## src/design/esc_pkg.sv

```systemverilog
// Shared types and constants for the elevator scan scheduler.
// Used by esc_cell, esc_ctrl and elevator_scan_scheduler_top; no dependencies.
package esc_pkg;

  localparam int unsigned SlotW = 6;
  localparam int unsigned FloorW = 6;
  localparam int unsigned MapBits = 33;
  localparam int unsigned BaseSlots = 3;
  localparam int unsigned DefStopSlots = 33;
  localparam int unsigned ApbAddrW = 3;
  localparam int unsigned ApbDataW = 32;
  localparam logic [4:0] TopFloorReset = 5'd30;

  localparam logic RegBasement = 1'b0;
  localparam logic RegTopFloor = 1'b1;

  typedef enum logic [2:0] {
    MotStop     = 3'd0,
    MotUp       = 3'd1,
    MotDown     = 3'd2,
    MotWaitUp   = 3'd3,
    MotWaitDown = 3'd4
  } motion_e;

  typedef struct packed {
    logic [SlotW-1:0] car;
    logic [SlotW:0]   car_p1;
    logic             set_en;
    logic [SlotW-1:0] set_slot;
    logic             clr_en;
  } cell_cmd_t;

  typedef struct packed {
    logic at_car;
    logic below_car;
    logic above_car;
    logic at_up;
    logic above_up;
    logic at_dn;
    logic below_dn;
  } cell_view_t;

  function automatic logic [FloorW-1:0] floor_of(input logic [SlotW-1:0] slot,
                                                 input logic [1:0] base);
    logic [FloorW-1:0] f;
    if (base == 2'd0) begin
      f = slot + FloorW'(1);
    end else if (slot >= SlotW'(BaseSlots)) begin
      f = slot - FloorW'(2);
    end else begin
      f = slot - FloorW'(3);
    end
    return f;
  endfunction

endpackage

```

## src/design/esc_cell.sv

```systemverilog
// One stop slot of the request chain: holds the request bit, passes the
// below and above request flags to its neighbors. Depends on esc_pkg.
module esc_cell #(
  parameter int unsigned Idx = 0
) (
  input  logic                clk_i,
  input  logic                rst_ni,
  input  esc_pkg::cell_cmd_t  cmd_i,
  input  logic                lo_i,
  input  logic                hi_i,
  output logic                lo_o,
  output logic                hi_o,
  output logic                bit_d_o,
  output esc_pkg::cell_view_t view_o
);
  import esc_pkg::*;

  logic bit_q, bit_d;
  logic sel, sel_up, sel_dn, set_hit, clr_hit;

  assign sel     = cmd_i.car == SlotW'(Idx);
  assign sel_up  = cmd_i.car_p1 == (SlotW + 1)'(Idx);
  assign sel_dn  = {1'b0, cmd_i.car} == (SlotW + 1)'(Idx + 1);
  assign set_hit = cmd_i.set_en && (cmd_i.set_slot == SlotW'(Idx));
  assign clr_hit = cmd_i.clr_en && sel;

  assign bit_d   = (bit_q | set_hit) & ~clr_hit;
  assign bit_d_o = bit_d;

  assign lo_o = lo_i | bit_q;
  assign hi_o = hi_i | bit_q;

  assign view_o.at_car    = sel & bit_q;
  assign view_o.below_car = sel & lo_i;
  assign view_o.above_car = sel & hi_i;
  assign view_o.at_up     = sel_up & bit_q;
  assign view_o.above_up  = sel_up & hi_i;
  assign view_o.at_dn     = sel_dn & bit_q;
  assign view_o.below_dn  = sel_dn & lo_i;

  always_ff @(posedge clk_i or negedge rst_ni) begin
    if (!rst_ni) begin
      bit_q <= 1'b0;
    end else begin
      bit_q <= bit_d;
    end
  end

endmodule

```

## src/design/esc_ctrl.sv

```systemverilog
// Car position and motion state machine of the scan scheduler.
// Decides service, direction and arrival from the cell chain view. Depends on esc_pkg.
module esc_ctrl #(
  parameter int unsigned StopSlots = esc_pkg::DefStopSlots
) (
  input  logic                       clk_i,
  input  logic                       rst_ni,
  input  logic                       tick_i,
  input  esc_pkg::cell_view_t        view_i,
  input  logic                       all_or_i,
  input  logic                       car_load_i,
  input  logic [esc_pkg::SlotW-1:0]  car_load_slot_i,
  output logic [esc_pkg::SlotW-1:0]  car_o,
  output logic [esc_pkg::SlotW:0]    car_p1_o,
  output logic [esc_pkg::SlotW-1:0]  car_d_o,
  output esc_pkg::motion_e           motion_d_o,
  output logic                       served_o
);
  import esc_pkg::*;

  logic [SlotW-1:0] car_q, car_d;
  logic [SlotW:0]   car_p1;
  motion_e          motion_q, motion_d, motion_mid;
  logic             served, keep, top_hit, beyond, beyond_dn;
  logic             below_car, above_car, below_dn;

  assign car_p1    = {1'b0, car_q} + (SlotW + 1)'(1);
  assign top_hit   = car_p1 >= (SlotW + 1)'(StopSlots);
  assign beyond    = {1'b0, car_q} >= (SlotW + 1)'(StopSlots);
  assign beyond_dn = {1'b0, car_q} > (SlotW + 1)'(StopSlots);

  assign below_car = view_i.below_car | (beyond & all_or_i);
  assign above_car = view_i.above_car;
  assign below_dn  = view_i.below_dn | (beyond_dn & all_or_i);

  always_comb begin
    served     = 1'b0;
    motion_mid = motion_q;
    motion_d   = motion_q;
    car_d      = car_q;
    keep       = 1'b0;
    if (tick_i) begin
      unique case (motion_q) inside
        MotStop, MotWaitUp, MotWaitDown: begin
          if (view_i.at_car) begin
            served = 1'b1;
            if (motion_q == MotWaitUp) begin
              motion_mid = MotUp;
            end else if (motion_q == MotWaitDown) begin
              motion_mid = MotDown;
            end
          end else if (below_car) begin
            motion_mid = MotDown;
          end else if (above_car) begin
            motion_mid = MotUp;
          end
        end
        default: ;
      endcase
      keep = view_i.at_car & ~served;
      if (motion_mid == MotUp) begin
        if (top_hit) begin
          motion_d = MotStop;
        end else begin
          car_d = car_p1[SlotW-1:0];
          if (!view_i.at_up) begin
            motion_d = MotUp;
          end else if (view_i.above_up) begin
            motion_d = MotWaitUp;
          end else if (below_car | keep) begin
            motion_d = MotWaitDown;
          end else begin
            motion_d = MotStop;
          end
        end
      end else if (motion_mid == MotDown) begin
        if (car_q == '0) begin
          motion_d = MotStop;
        end else begin
          car_d = car_q - SlotW'(1);
          if (!view_i.at_dn) begin
            motion_d = MotDown;
          end else if (below_dn) begin
            motion_d = MotWaitDown;
          end else if (above_car | keep) begin
            motion_d = MotWaitUp;
          end else begin
            motion_d = MotStop;
          end
        end
      end else begin
        motion_d = motion_mid;
      end
    end
    if (car_load_i) begin
      car_d = car_load_slot_i;
    end
  end

  always_ff @(posedge clk_i or negedge rst_ni) begin
    if (!rst_ni) begin
      car_q    <= '0;
      motion_q <= MotStop;
    end else begin
      car_q    <= car_d;
      motion_q <= motion_d;
    end
  end

  assign car_o      = car_q;
  assign car_p1_o   = car_p1;
  assign car_d_o    = car_d;
  assign motion_d_o = motion_d;
  assign served_o   = served;

`ifndef SYNTH
  a_step_up: assert property (@(posedge clk_i) disable iff (!rst_ni)
    tick_i && motion_q == MotUp && !top_hit && !car_load_i
    |=> car_q == $past(car_p1[SlotW-1:0]))
    else $error("Car moving up did not advance by one slot.");

  a_floor_bound: assert property (@(posedge clk_i) disable iff (!rst_ni)
    tick_i && motion_q == MotDown && car_q == '0 && !car_load_i
    |=> motion_q == MotStop && car_q == '0)
    else $error("Car moving down at the lowest slot did not stop in place.");

  a_serve_src: assert property (@(posedge clk_i) disable iff (!rst_ni)
    served_o |-> tick_i && view_i.at_car && motion_q != MotUp && motion_q != MotDown)
    else $error("Request served without a tick at a held car slot.");
`endif

endmodule

```

## src/design/elevator_scan_scheduler_top.sv

```systemverilog
// SCAN elevator scheduler: one transaction per clock unless the output stalls, with results
// registered on acceptance; the scan runs in a row of per-slot request cells. The clock is set by the
// ripple of request flags through the cell chain and the esc_ctrl motion decision. Depends on esc_pkg.
module elevator_scan_scheduler_top #(
  parameter int unsigned StopSlots = esc_pkg::DefStopSlots
) (
  input  logic                                clk_i,
  input  logic                                rst_ni,
  input  logic                                psel,
  input  logic                                penable,
  input  logic                                pwrite,
  input  logic [esc_pkg::ApbAddrW-1:0]        paddr,
  input  logic [esc_pkg::ApbDataW-1:0]        pwdata,
  output logic [esc_pkg::ApbDataW-1:0]        prdata,
  output logic                                pready,
  input  logic                                in_valid_i,
  output logic                                in_ready_o,
  input  logic                                mode_i,
  input  logic [esc_pkg::SlotW-1:0]           stop_index_i,
  output logic                                out_valid_o,
  input  logic                                out_ready_i,
  output logic [esc_pkg::SlotW-1:0]           car_index_o,
  output logic signed [esc_pkg::FloorW-1:0]   floor_number_o,
  output logic [2:0]                          motion_o,
  output logic                                served_o,
  output logic                                rejected_o,
  output logic [esc_pkg::MapBits-1:0]         pending_o
);
  // Each transaction's result is registered on acceptance for the next cycle; transactions
  // may follow back to back. The path that sets the clock is the ripple of request flags
  // along the StopSlots cells and the motion decision that follows it.
  import esc_pkg::*;

  logic [1:0]             base_q;
  logic [4:0]             top_q;
  logic                   cfg_wr, car_load;
  logic [SlotW-1:0]       car_load_slot;
  logic                   in_acc, tick, slot_ok, in_range;
  cell_cmd_t              cmd;
  cell_view_t             views [StopSlots];
  cell_view_t             view_or;
  logic [StopSlots:0]     lo_chain;
  logic [StopSlots:1]     hi_chain;
  logic [StopSlots-1:0]   bits_d;
  logic [MapBits-1:0]     pending_d;
  logic [SlotW-1:0]       car_q, car_d;
  logic [SlotW:0]         car_p1;
  motion_e                motion_d;
  logic                   served;

  logic                   out_valid_q;
  logic [SlotW-1:0]       out_car_q;
  logic [FloorW-1:0]      out_floor_q;
  logic [2:0]             out_motion_q;
  logic                   out_served_q, out_rejected_q;
  logic [MapBits-1:0]     out_pending_q;

  assign pready = 1'b1;
  assign cfg_wr = psel & penable & pwrite;

  always_ff @(posedge clk_i or negedge rst_ni) begin
    if (!rst_ni) begin
      base_q <= 2'd0;
      top_q  <= TopFloorReset;
    end else if (cfg_wr) begin
      unique case (paddr[2])
        RegBasement: base_q <= pwdata[1:0];
        RegTopFloor: top_q  <= pwdata[4:0];
        default: ;
      endcase
    end
  end

  always_comb begin
    unique case (paddr[2])
      RegBasement: prdata = {{(ApbDataW - 2){1'b0}}, base_q};
      RegTopFloor: prdata = {{(ApbDataW - 5){1'b0}}, top_q};
      default:     prdata = '0;
    endcase
  end

  assign car_load      = cfg_wr && (paddr[2] == RegBasement);
  assign car_load_slot = (pwdata[1:0] != 2'd0) ? SlotW'(BaseSlots) : '0;

  assign in_ready_o = !out_valid_q || out_ready_i;
  assign in_acc     = in_valid_i && in_ready_o;
  assign tick       = in_acc && !mode_i;

  always_comb begin
    if (base_q == 2'd0) begin
      in_range = (top_q != 5'd0) && (stop_index_i < {1'b0, top_q});
    end else begin
      in_range = (stop_index_i >= SlotW'(BaseSlots) - SlotW'(base_q)) &&
                 (stop_index_i <= {1'b0, top_q} + SlotW'(2));
    end
  end
  assign slot_ok = in_range && ({1'b0, stop_index_i} < (SlotW + 1)'(StopSlots));

  assign cmd.car      = car_q;
  assign cmd.car_p1   = car_p1;
  assign cmd.set_en   = in_acc && mode_i && slot_ok;
  assign cmd.set_slot = stop_index_i;
  assign cmd.clr_en   = served;

  assign lo_chain[0]         = 1'b0;
  assign hi_chain[StopSlots] = 1'b0;

  for (genvar g = 0; g < StopSlots; g++) begin : g_cell
    if (g == 0) begin : g_low
      esc_cell #(.Idx(g)) u_cell (
        .clk_i   (clk_i),
        .rst_ni  (rst_ni),
        .cmd_i   (cmd),
        .lo_i    (lo_chain[g]),
        .hi_i    (hi_chain[g+1]),
        .lo_o    (lo_chain[g+1]),
        .hi_o    (),
        .bit_d_o (bits_d[g]),
        .view_o  (views[g])
      );
    end else begin : g_mid
      esc_cell #(.Idx(g)) u_cell (
        .clk_i   (clk_i),
        .rst_ni  (rst_ni),
        .cmd_i   (cmd),
        .lo_i    (lo_chain[g]),
        .hi_i    (hi_chain[g+1]),
        .lo_o    (lo_chain[g+1]),
        .hi_o    (hi_chain[g]),
        .bit_d_o (bits_d[g]),
        .view_o  (views[g])
      );
    end
  end

  always_comb begin
    view_or = '0;
    for (int i = 0; i < StopSlots; i++) begin
      view_or = cell_view_t'(view_or | views[i]);
    end
  end

  for (genvar k = 0; k < MapBits; k++) begin : g_map
    if (k < StopSlots) begin : g_bit
      assign pending_d[k] = bits_d[k];
    end else begin : g_pad
      assign pending_d[k] = 1'b0;
    end
  end

  esc_ctrl #(.StopSlots(StopSlots)) u_ctrl (
    .clk_i           (clk_i),
    .rst_ni          (rst_ni),
    .tick_i          (tick),
    .view_i          (view_or),
    .all_or_i        (lo_chain[StopSlots]),
    .car_load_i      (car_load),
    .car_load_slot_i (car_load_slot),
    .car_o           (car_q),
    .car_p1_o        (car_p1),
    .car_d_o         (car_d),
    .motion_d_o      (motion_d),
    .served_o        (served)
  );

  always_ff @(posedge clk_i or negedge rst_ni) begin
    if (!rst_ni) begin
      out_valid_q <= 1'b0;
    end else if (in_acc) begin
      out_valid_q <= 1'b1;
    end else if (out_ready_i) begin
      out_valid_q <= 1'b0;
    end
  end

  always_ff @(posedge clk_i) begin
    if (in_acc) begin
      out_car_q      <= car_d;
      out_floor_q    <= floor_of(car_d, base_q);
      out_motion_q   <= motion_d;
      out_served_q   <= served;
      out_rejected_q <= mode_i && !slot_ok;
      out_pending_q  <= pending_d;
    end
  end

  assign out_valid_o    = out_valid_q;
  assign car_index_o    = out_car_q;
  assign floor_number_o = signed'(out_floor_q);
  assign motion_o       = out_motion_q;
  assign served_o       = out_served_q;
  assign rejected_o     = out_rejected_q;
  assign pending_o      = out_pending_q;

endmodule

```

## config.mk

```make
export PLATFORM = sky130hd
export DESIGN_NAME = elevator_scan_scheduler_top
export DESIGN_NICKNAME = d
export VERILOG_FILES = /design/src/design/esc_pkg.sv /design/src/design/esc_cell.sv /design/src/design/esc_ctrl.sv /design/src/design/elevator_scan_scheduler_top.sv
export SDC_FILE = /design/constraint.sdc
export NUM_CORES = 1
export LEC_CHECK = 0
export BUFFER_PORTS_ARGS = -buffer_cell sky130_fd_sc_hd__buf_2
export CORE_ASPECT_RATIO = 1.4
export CORE_MARGIN = 5
export CORE_UTILIZATION = 40
export DETAILED_ROUTE_END_ITERATION = 10
export GPL_TIMING_DRIVEN = 0
export SLEW_MARGIN = 5
export SYNTH_ARGS = -nofsm -noshare
export SYNTH_HDL_FRONTEND = slang
export SYNTH_SLANG_ARGS = --single-unit
export TNS_END_PERCENT = 10
```

## constraint.sdc

```tcl
create_clock -name clk_i -period 11.95 [get_ports clk_i]
set_clock_uncertainty 0.05 [all_clocks]
set_input_delay 1.195 -clock clk_i [delete_from_list [all_inputs] [get_ports clk_i]]
set_output_delay 1.195 -clock clk_i [all_outputs]
set_load 0.01 [all_outputs]
```

==> After elaboration in Yosys (flattened, before gate mapping) <==
Cells that the tools add are included.
{ "classes": {"add_sub_neg": 7, "order_cmp": 8, "eq_ne": 101, "n_mux": 35, "bitwise": 431, "n_reduce_logical": 90} }
{ "op_table": {"columns": ["op", "n"], "rows": [
  ["$and A1 B1 Y1", 264],
  ["$or A7 B7 Y7", 32],
  ["$eq A6 B5 Y1 const B", 32],
  ["$eq A7 B5 Y1 const B", 16],
  ["$or A1 B1 Y1", 100],
  ["$eq A6 B4 Y1 const B", 16],
  ["$logic_and A1 B1 Y1", 75],
  ["$pmux W32 S2", 1],
  ["$eq A7 B4 Y1 const B", 8],
  ["$mux W3", 17],
  ["$eq A6 B3 Y1 const B", 8],
  ["$mux W6", 8],
  ["$not A1 Y1", 35],
  ["$eq A7 B3 Y1 const B", 4],
  ["$eq A6 B2 Y1 const B", 4],
  ["$eq A6 B6 Y1 const B", 3],
  ["$eq A7 B2 Y1 const B", 2],
  ["$eq A6 B1 Y1 const B", 2],
  ["$logic_not A6 Y1", 2],
  ["$sub A6 B2 Y6 const B", 2],
  ["$add A6 B1 Y7 const B", 1],
  ["$eq A7 B1 Y1 const B", 1],
  ["$eq A7 B6 Y1 const B", 1],
  ["$ge A7 B6 Y1 const B", 1],
  ["other kinds (25)", 37]
]} }
{ "totals": {"regBits": 100, "input_bits": 49, "output_inout_bits": 85, "word_cells": 716} }

==> Logic depth before layout (Yosys ltp) <==
{ "depth": {"depth_word": 77, "ltp_mapped": 21} }

==> Modules after synthesis <==
From an unflattened synthesis, not the netlist that was laid out.
{ "unflattened": {"cells_unflattened": 1149, "hier_area_um2": 9718.1} }
{ "by_module_without_submodules": {"columns": ["module", "instances", "cells_each", "area_each_um2"], "rows": [
  ["elevator_scan_scheduler_top", 1, 280, 3245.6],
  ["esc_ctrl", 1, 151, 1153.6],
  ["esc_cell (g_cell[22].g_mid.u_cell ...)", 4, 22, 162.7],
  ["esc_cell (g_cell[1].g_mid.u_cell ...)", 3, 21, 153.9],
  ["esc_cell (g_cell[21].g_mid.u_cell ...)", 2, 21, 165.2],
  ["esc_cell (g_cell[10].g_mid.u_cell ...)", 2, 23, 160.2],
  ["esc_cell (g_cell[2].g_mid.u_cell ...)", 2, 23, 153.9],
  ["esc_cell (g_cell[4].g_mid.u_cell ...)", 2, 22, 153.9],
  ["esc_cell (g_cell[16].g_mid.u_cell ...)", 2, 22, 151.4],
  ["esc_cell (g_cell[23].g_mid.u_cell)", 1, 22, 191.4],
  ["esc_cell (g_cell[27].g_mid.u_cell)", 1, 21, 176.4],
  ["esc_cell (g_cell[29].g_mid.u_cell)", 1, 20, 171.4],
  ["esc_cell (g_cell[30].g_mid.u_cell)", 1, 21, 171.4],
  ["esc_cell (g_cell[11].g_mid.u_cell)", 1, 21, 170.2],
  ["+11 rows", null, null, null]
]} }

==> Least setup slack after synthesis <==
No wires, ideal clock.
{ "synth_timing": {"path_type": "input -> register", "start": "input port out_ready_i", "end": "register out_floor_q[5], in the netlist floor_number_o[5] (data pin)", "setup_time_ps": 268, "arrival_ps": 4796, "t_required_ps": 11632, "path_slack_ps": 6837, "stages": 14, "n_path_buf": 1, "cell_sequence": "nand2b_1 > and2_1 > nand2b_1 > clkbuf_1 > nand2_1 > o311ai_1 > a311o_1 > nor2b_4 > ha_1 > a221oi_2 > nand4b_1 > nor4bb_1 > nor4_2 > xor2_1"} }
{ "synth_via": {"elab_chain_len": 8} }
{ "synth_lines": {"columns": ["element", "line", "rtl"], "rows": [
  ["from (decl)", "elevator_scan_scheduler_top.sv:21", "input logic out_ready_i,"],
  ["$logic_or A1 B1 Y1 *", "elevator_scan_scheduler_top.sv:85", "assign in_ready_o = !out_valid_q || out_ready_i;"],
  ["$logic_and A1 B1 Y1 *", "elevator_scan_scheduler_top.sv:86", "assign in_acc = in_valid_i && in_ready_o;"],
  ["named net in_acc", "elevator_scan_scheduler_top.sv:38", "logic in_acc, tick, slot_ok, in_range;"],
  ["$logic_and A1 B1 Y1 *", "elevator_scan_scheduler_top.sv:87", "assign tick = in_acc && !mode_i;"],
  ["$mux W6 *", "esc_ctrl.sv:42", "if (tick_i) begin"],
  ["$mux W6 *", "esc_ctrl.sv:95", "if (car_load_i) begin"],
  ["named net car_d[1]", "elevator_scan_scheduler_top.sv:46", "logic [SlotW-1:0] car_q, car_d;"],
  ["$sub A6 B2 Y6, or another cell as far along", "esc_pkg.sv:51", "f = slot - FloorW'(3);"],
  ["$mux W6", "esc_pkg.sv:48", "end else if (slot >= SlotW'(BaseSlots)) begin"],
  ["$mux W6 *", "esc_pkg.sv:46", "if (base == 2'd0) begin"],
  ["to (signal assigned)", "elevator_scan_scheduler_top.sv:179", "out_floor_q <= floor_of(car_d, base_q);"],
  ["to (decl)", "elevator_scan_scheduler_top.sv:53", "logic [FloorW-1:0] out_floor_q;"]
]} }
The timed path passes the listed nets; every way through them passes the cells marked *.
A chain may end at the register's enable or synchronous reset.

==> Final worst setup path <==
{ "layout_timing": {"start": "register u_ctrl.car_q[0], in the netlist u_ctrl.car_o[0]", "end": "register out_floor_q[5], in the netlist floor_number_o[5] (data pin)"} }
{ "layout_via": {"elab_chain_len": 47} }
{ "layout_lines": {"columns": ["element", "line", "rtl"], "rows": [
  ["from (decl)", "esc_ctrl.sv:21", "logic [SlotW-1:0] car_q, car_d;"],
  ["from (signal assigned)", "esc_ctrl.sv:105", "car_q <= car_d;"],
  ["$eq A6 B1 Y1 or $logic_not A6 Y1 (tied branches)", "esc_cell.sv:21, esc_ctrl.sv:77", null],
  ["$and A1 B1 Y1 (on tied branches)", "esc_cell.sv:35, esc_cell.sv:34", null],
  ["$or A7 B7 Y7 (32 in a row)", "elevator_scan_scheduler_top.sv:139", "view_or = cell_view_t'(view_or | views[i]);"],
  ["$mux W3 or $or A1 B1 Y1 (tied branches)", "esc_ctrl.sv:54, esc_ctrl.sv:32", null],
  ["$mux W3", "esc_ctrl.sv:52", "end else if (below_car) begin"],
  ["$mux W3", "esc_ctrl.sv:45", "if (view_i.at_car) begin"],
  ["$mux W3", "esc_ctrl.sv:43", "unique case (motion_q) inside"],
  ["$mux W3", "esc_ctrl.sv:42", null],
  ["$eq A3 B2 Y1", "esc_ctrl.sv:76", "end else if (motion_mid == MotDown) begin"],
  ["$mux W6", "esc_ctrl.sv:76", null],
  ["$mux W6", "esc_ctrl.sv:61", "if (motion_mid == MotUp) begin"],
  ["$mux W6 *", "esc_ctrl.sv:42", null],
  ["$mux W6 *", "esc_ctrl.sv:95", null],
  ["named net car_d[0]", "elevator_scan_scheduler_top.sv:46", null],
  ["$sub A6 B2 Y6, or another cell as far along", "esc_pkg.sv:51", null],
  ["$mux W6", "esc_pkg.sv:48", null],
  ["$mux W6 *", "esc_pkg.sv:46", null]
]} }
The timed path passes the listed nets; every way through them passes the cells marked *. The select of a mux whose other input is x is not followed.

==> metrics.yaml <==
status: "finished, final reports clean"
worst_hold_path.endpoint: "out_valid_o$_DFFE_PN0P_"
grt_max_degree: 51
yosys.area.top_type_share_pct: 18.74
ys_seq_elements: 100
clkTransAtPathRegs_ns: 0.09
worstMarginPinSlew_ns: 1.331
worstPathCellList: "ha_1 -> clkbuf_1 -> clkbuf_1 -> buf_1 -> nand3_1 -> nor3_1 -> o21ai_0 -> o2111ai_1 -> nor3_1 -> o2111ai_1 -> a31oi_1 -> a21oi_1 -> mux2i_1 -> nor2_1 -> ha_1 -> a221oi_2 -> nand4b_1 -> nor4bb_1 -> nor4_2 -> xor2_1"
io_pins: 134
ys_warn_count: 0
design_area_um2: 9139
diodes: 0
die_h_um: 177.5
drive_above_1_share_pct: 16.73
cts_num_sinks: 100
area_growth_pct: 14.05
start_util_pct: 40.53
grt_first_pass_wirelength_mm: 54.04
avgRoutedWirePerCell_um: 28.28
synth_top_area_cell: "edfxtp_1"
antenna_found_initial: 0
rows: 61
cts_hold_buffers: 0
final-hold-violation-count: 0
dieArea_um2: 23000
rsz0062_at_grt: "no"
crit_path_start: "u_ctrl.car_o[0]$_DFF_PN0_"
post-route-min-period_ns: 6.971
syn_inst: 933
slowest_delay_ns: 0.75
synth_edf_count: 50
dr.pass1.iters: 7
cts_setup_buffers: 0
end_kind: "flip-flop"
setup_tns_ns: 0
ctsResizeCount: 0
hpwl_mm: 27.62
drc: 0
hold-path-cell-count: 2
vdd_drop_max_uv: 182.8
place_area_um2: 8827
place.port_buffers: 76
cts_htree_levels: 3
gr-usage-met1_pct: 37.09
min-delay-start: "out_valid_o$_DFFE_PN0P_"
grt.total_usage_pct: 31.59
rr_endpoint: "floor_number_o[5]$_DFFE_PP_"
crit_required_ns: 12.02
setup_viol: 0
cts_buffers: 9
routed_wl_mm: 36.87
crit_type: "flip-flop to flip-flop"
ys_dominant_reg_cell: "edfxtp_1"
first_iter_violations: 1060
fillers: 1993
nNetsFinal: 1117
relSlewSlack_pct: 10.60
reg2reg_slack_ns: 4.98
powerDensity_nw_per_um2: 221.3
crit_path_max_fanout: 10
syn_area_per_cell_um2: 8.588
busiest_layer: "met2"
cts.path.max_buffers: 2
ys_seq_area_share_pct: 34.42
syn_area_um2: 8013
cts_tree: "yes"
slew_violations: 0
overflow: 0
min_path_type: "flip-flop to flip-flop"
crit_slowest_cell: "nor3_1"
fin_crit_sh_pct: 58.33
via_count: 8723
met3_usage_pct: 6.625
die_w_um: 129.6
ys_types: 98
reg2reg_from: "u_ctrl.car_o[0]$_DFF_PN0_"
critPathLaunchType: "flip-flop"
synth.top_cells.by_area: "edfxtp_1 19%, dfrtp_1 14%, a21oi_1 4.6%"
cts_root_buf: "clkbuf_16"
cp.arrival_ns: 7.04
coreArea_um2: 19770
r2r_cells: 20
synth_async_sr_flop_share_pct: 50.00
grt_pass1_vias: 8423
whs_ns: 0.4750
max_freq_ghz: 0.1435
maxCapViolations: 0
clkLatencyLatePin_ns: 0.37
finalWeightedCongestion: 1.020
grtUsageMet2_pct: 51.03
power_leakage_uw: 0.003686
antenna_left: 0
viasPerCell: 6.689
[kinds of logic after synthesis]
| logic type | after synthesis | synth area share, % |
|---|---|---|
| and+or+nand+nor | 330 | 23.33 |
| AOI/OAI and AO/OA | 323 | 28.19 |
| buffers and inverters | 136 | 8.057 |
| DFF | 100 | 34.42 |
| adders and majority gates | 21 | 3.279 |
| muxes | 14 | 1.874 |
| xor gates and xnor gates | 7 | 0.7652 |
| other | 2 | 0.09373 |
[cell usage after synthesis (all sizes together), types with 11 or more instances]
cell / instances
a22o: 13
ha: 21
and2: 18
edfxtp: 50
nor2b: 14
nand2b: 11
inv: 23
nand2: 71
nor4: 15
nor3: 30
and3: 17
a31oi: 42
buf: 49
a21oi: 74
nand4: 12
nand3: 29
nor2: 56
a22oi: 21
o21ai: 45
o22ai: 14
clkbuf: 63
dfrtp: 46
[sequential cells by signal, indices dropped and copies added (netlist names), 3 cells and up]
register                   cells
floor_number_o                 6
motion_o                       3
u_ctrl.motion_q                3
pending_o                     33
top_q                          5
g_cell.g_mid.u_cell.bit_q     32
u_ctrl.car_o                   6
car_index_o                    6
[final cells by class]
class                   instances  area (um2)  share of cell area, %
inverters                      24       90.09                 0.9858
well taps                     252       315.3                  3.450
flip-flops and latches        100        2758                  30.18
multi-input cells             723        4708                  51.52
repair buffers                 77       402.9                  4.409
clock buffers                   9       225.2                  2.464
clock inverters                 7       83.83                 0.9173
plain buffers                 112       555.5                  6.079
[routing by layer]
layer  share of wire [%]  up-vias
met5                   0        -
met1                  36     4141
met4                 8.1        0
met2                  46      613
met3                 9.6      194
li1                    -     3775
[how the worst max path moves through the flow]
stage,slack [ns],depth (start not counted),end
CTS,5.15,20,floor_number_o[5]$_DFFE_PP_
global route,4.66,21,floor_number_o[5]$_DFFE_PP_
finish,4.98,20,floor_number_o[5]$_DFFE_PP_
floorplan,6.84,14,floor_number_o[5]$_DFFE_PP_
detailed placement,5.25,20,floor_number_o[5]$_DFFE_PP_
global placement,5.15,20,floor_number_o[5]$_DFFE_PP_
[critical path, delay by kind of cell, from the launching register on]
family / cells / cell delay [ns]
flip-flops: 1 / 0.54
adder cells (fa/ha/maj): 2 / 0.53
XOR/XNOR: 1 / 0.16
multiplexers: 1 / 0.28
AO/OA/AOI/OAI: 6 / 1.67
buffers and inverters: 3 / 1.39
AND/OR/NAND/NOR: 7 / 2.10
[power breakdown]
group / internal, uW / total, uW / switching [uW]
logic: 365 / 1260 / 893
clock network: 152 / 308 / 156
registers: 420 / 457 / 37.1
[cell usage in the layout (no fill, tap or decap), types with 29 or more instances in the layout]
cell type  instances
buf_4             29
clkbuf_1          62
a31oi_1           41
buf_2             86
nor2_1            56
o21ai_0           43
a21oi_1           73
nor3_1            29
nand2_1           71
edfxtp_1          50
dfrtp_1           46
[per-stage QoR]
stage / total power, uW / cells / utilization, % / worst slack, ns
2_1_floorplan: 1249 / 959 / - / 6.837
3_3_place_gp: 1680 / 1287 / 44.55 / 5.153
3_5_place_dp: 1667 / 1288 / 44.65 / 5.254
4_1_cts: 1981 / 1304 / 46.22 / 5.149
5_1_grt: 2111 / 1304 / 46.23 / 4.663
6_report: 2023 / 1304 / 46.23 / 4.979
(Power assumes the default switching activity.)
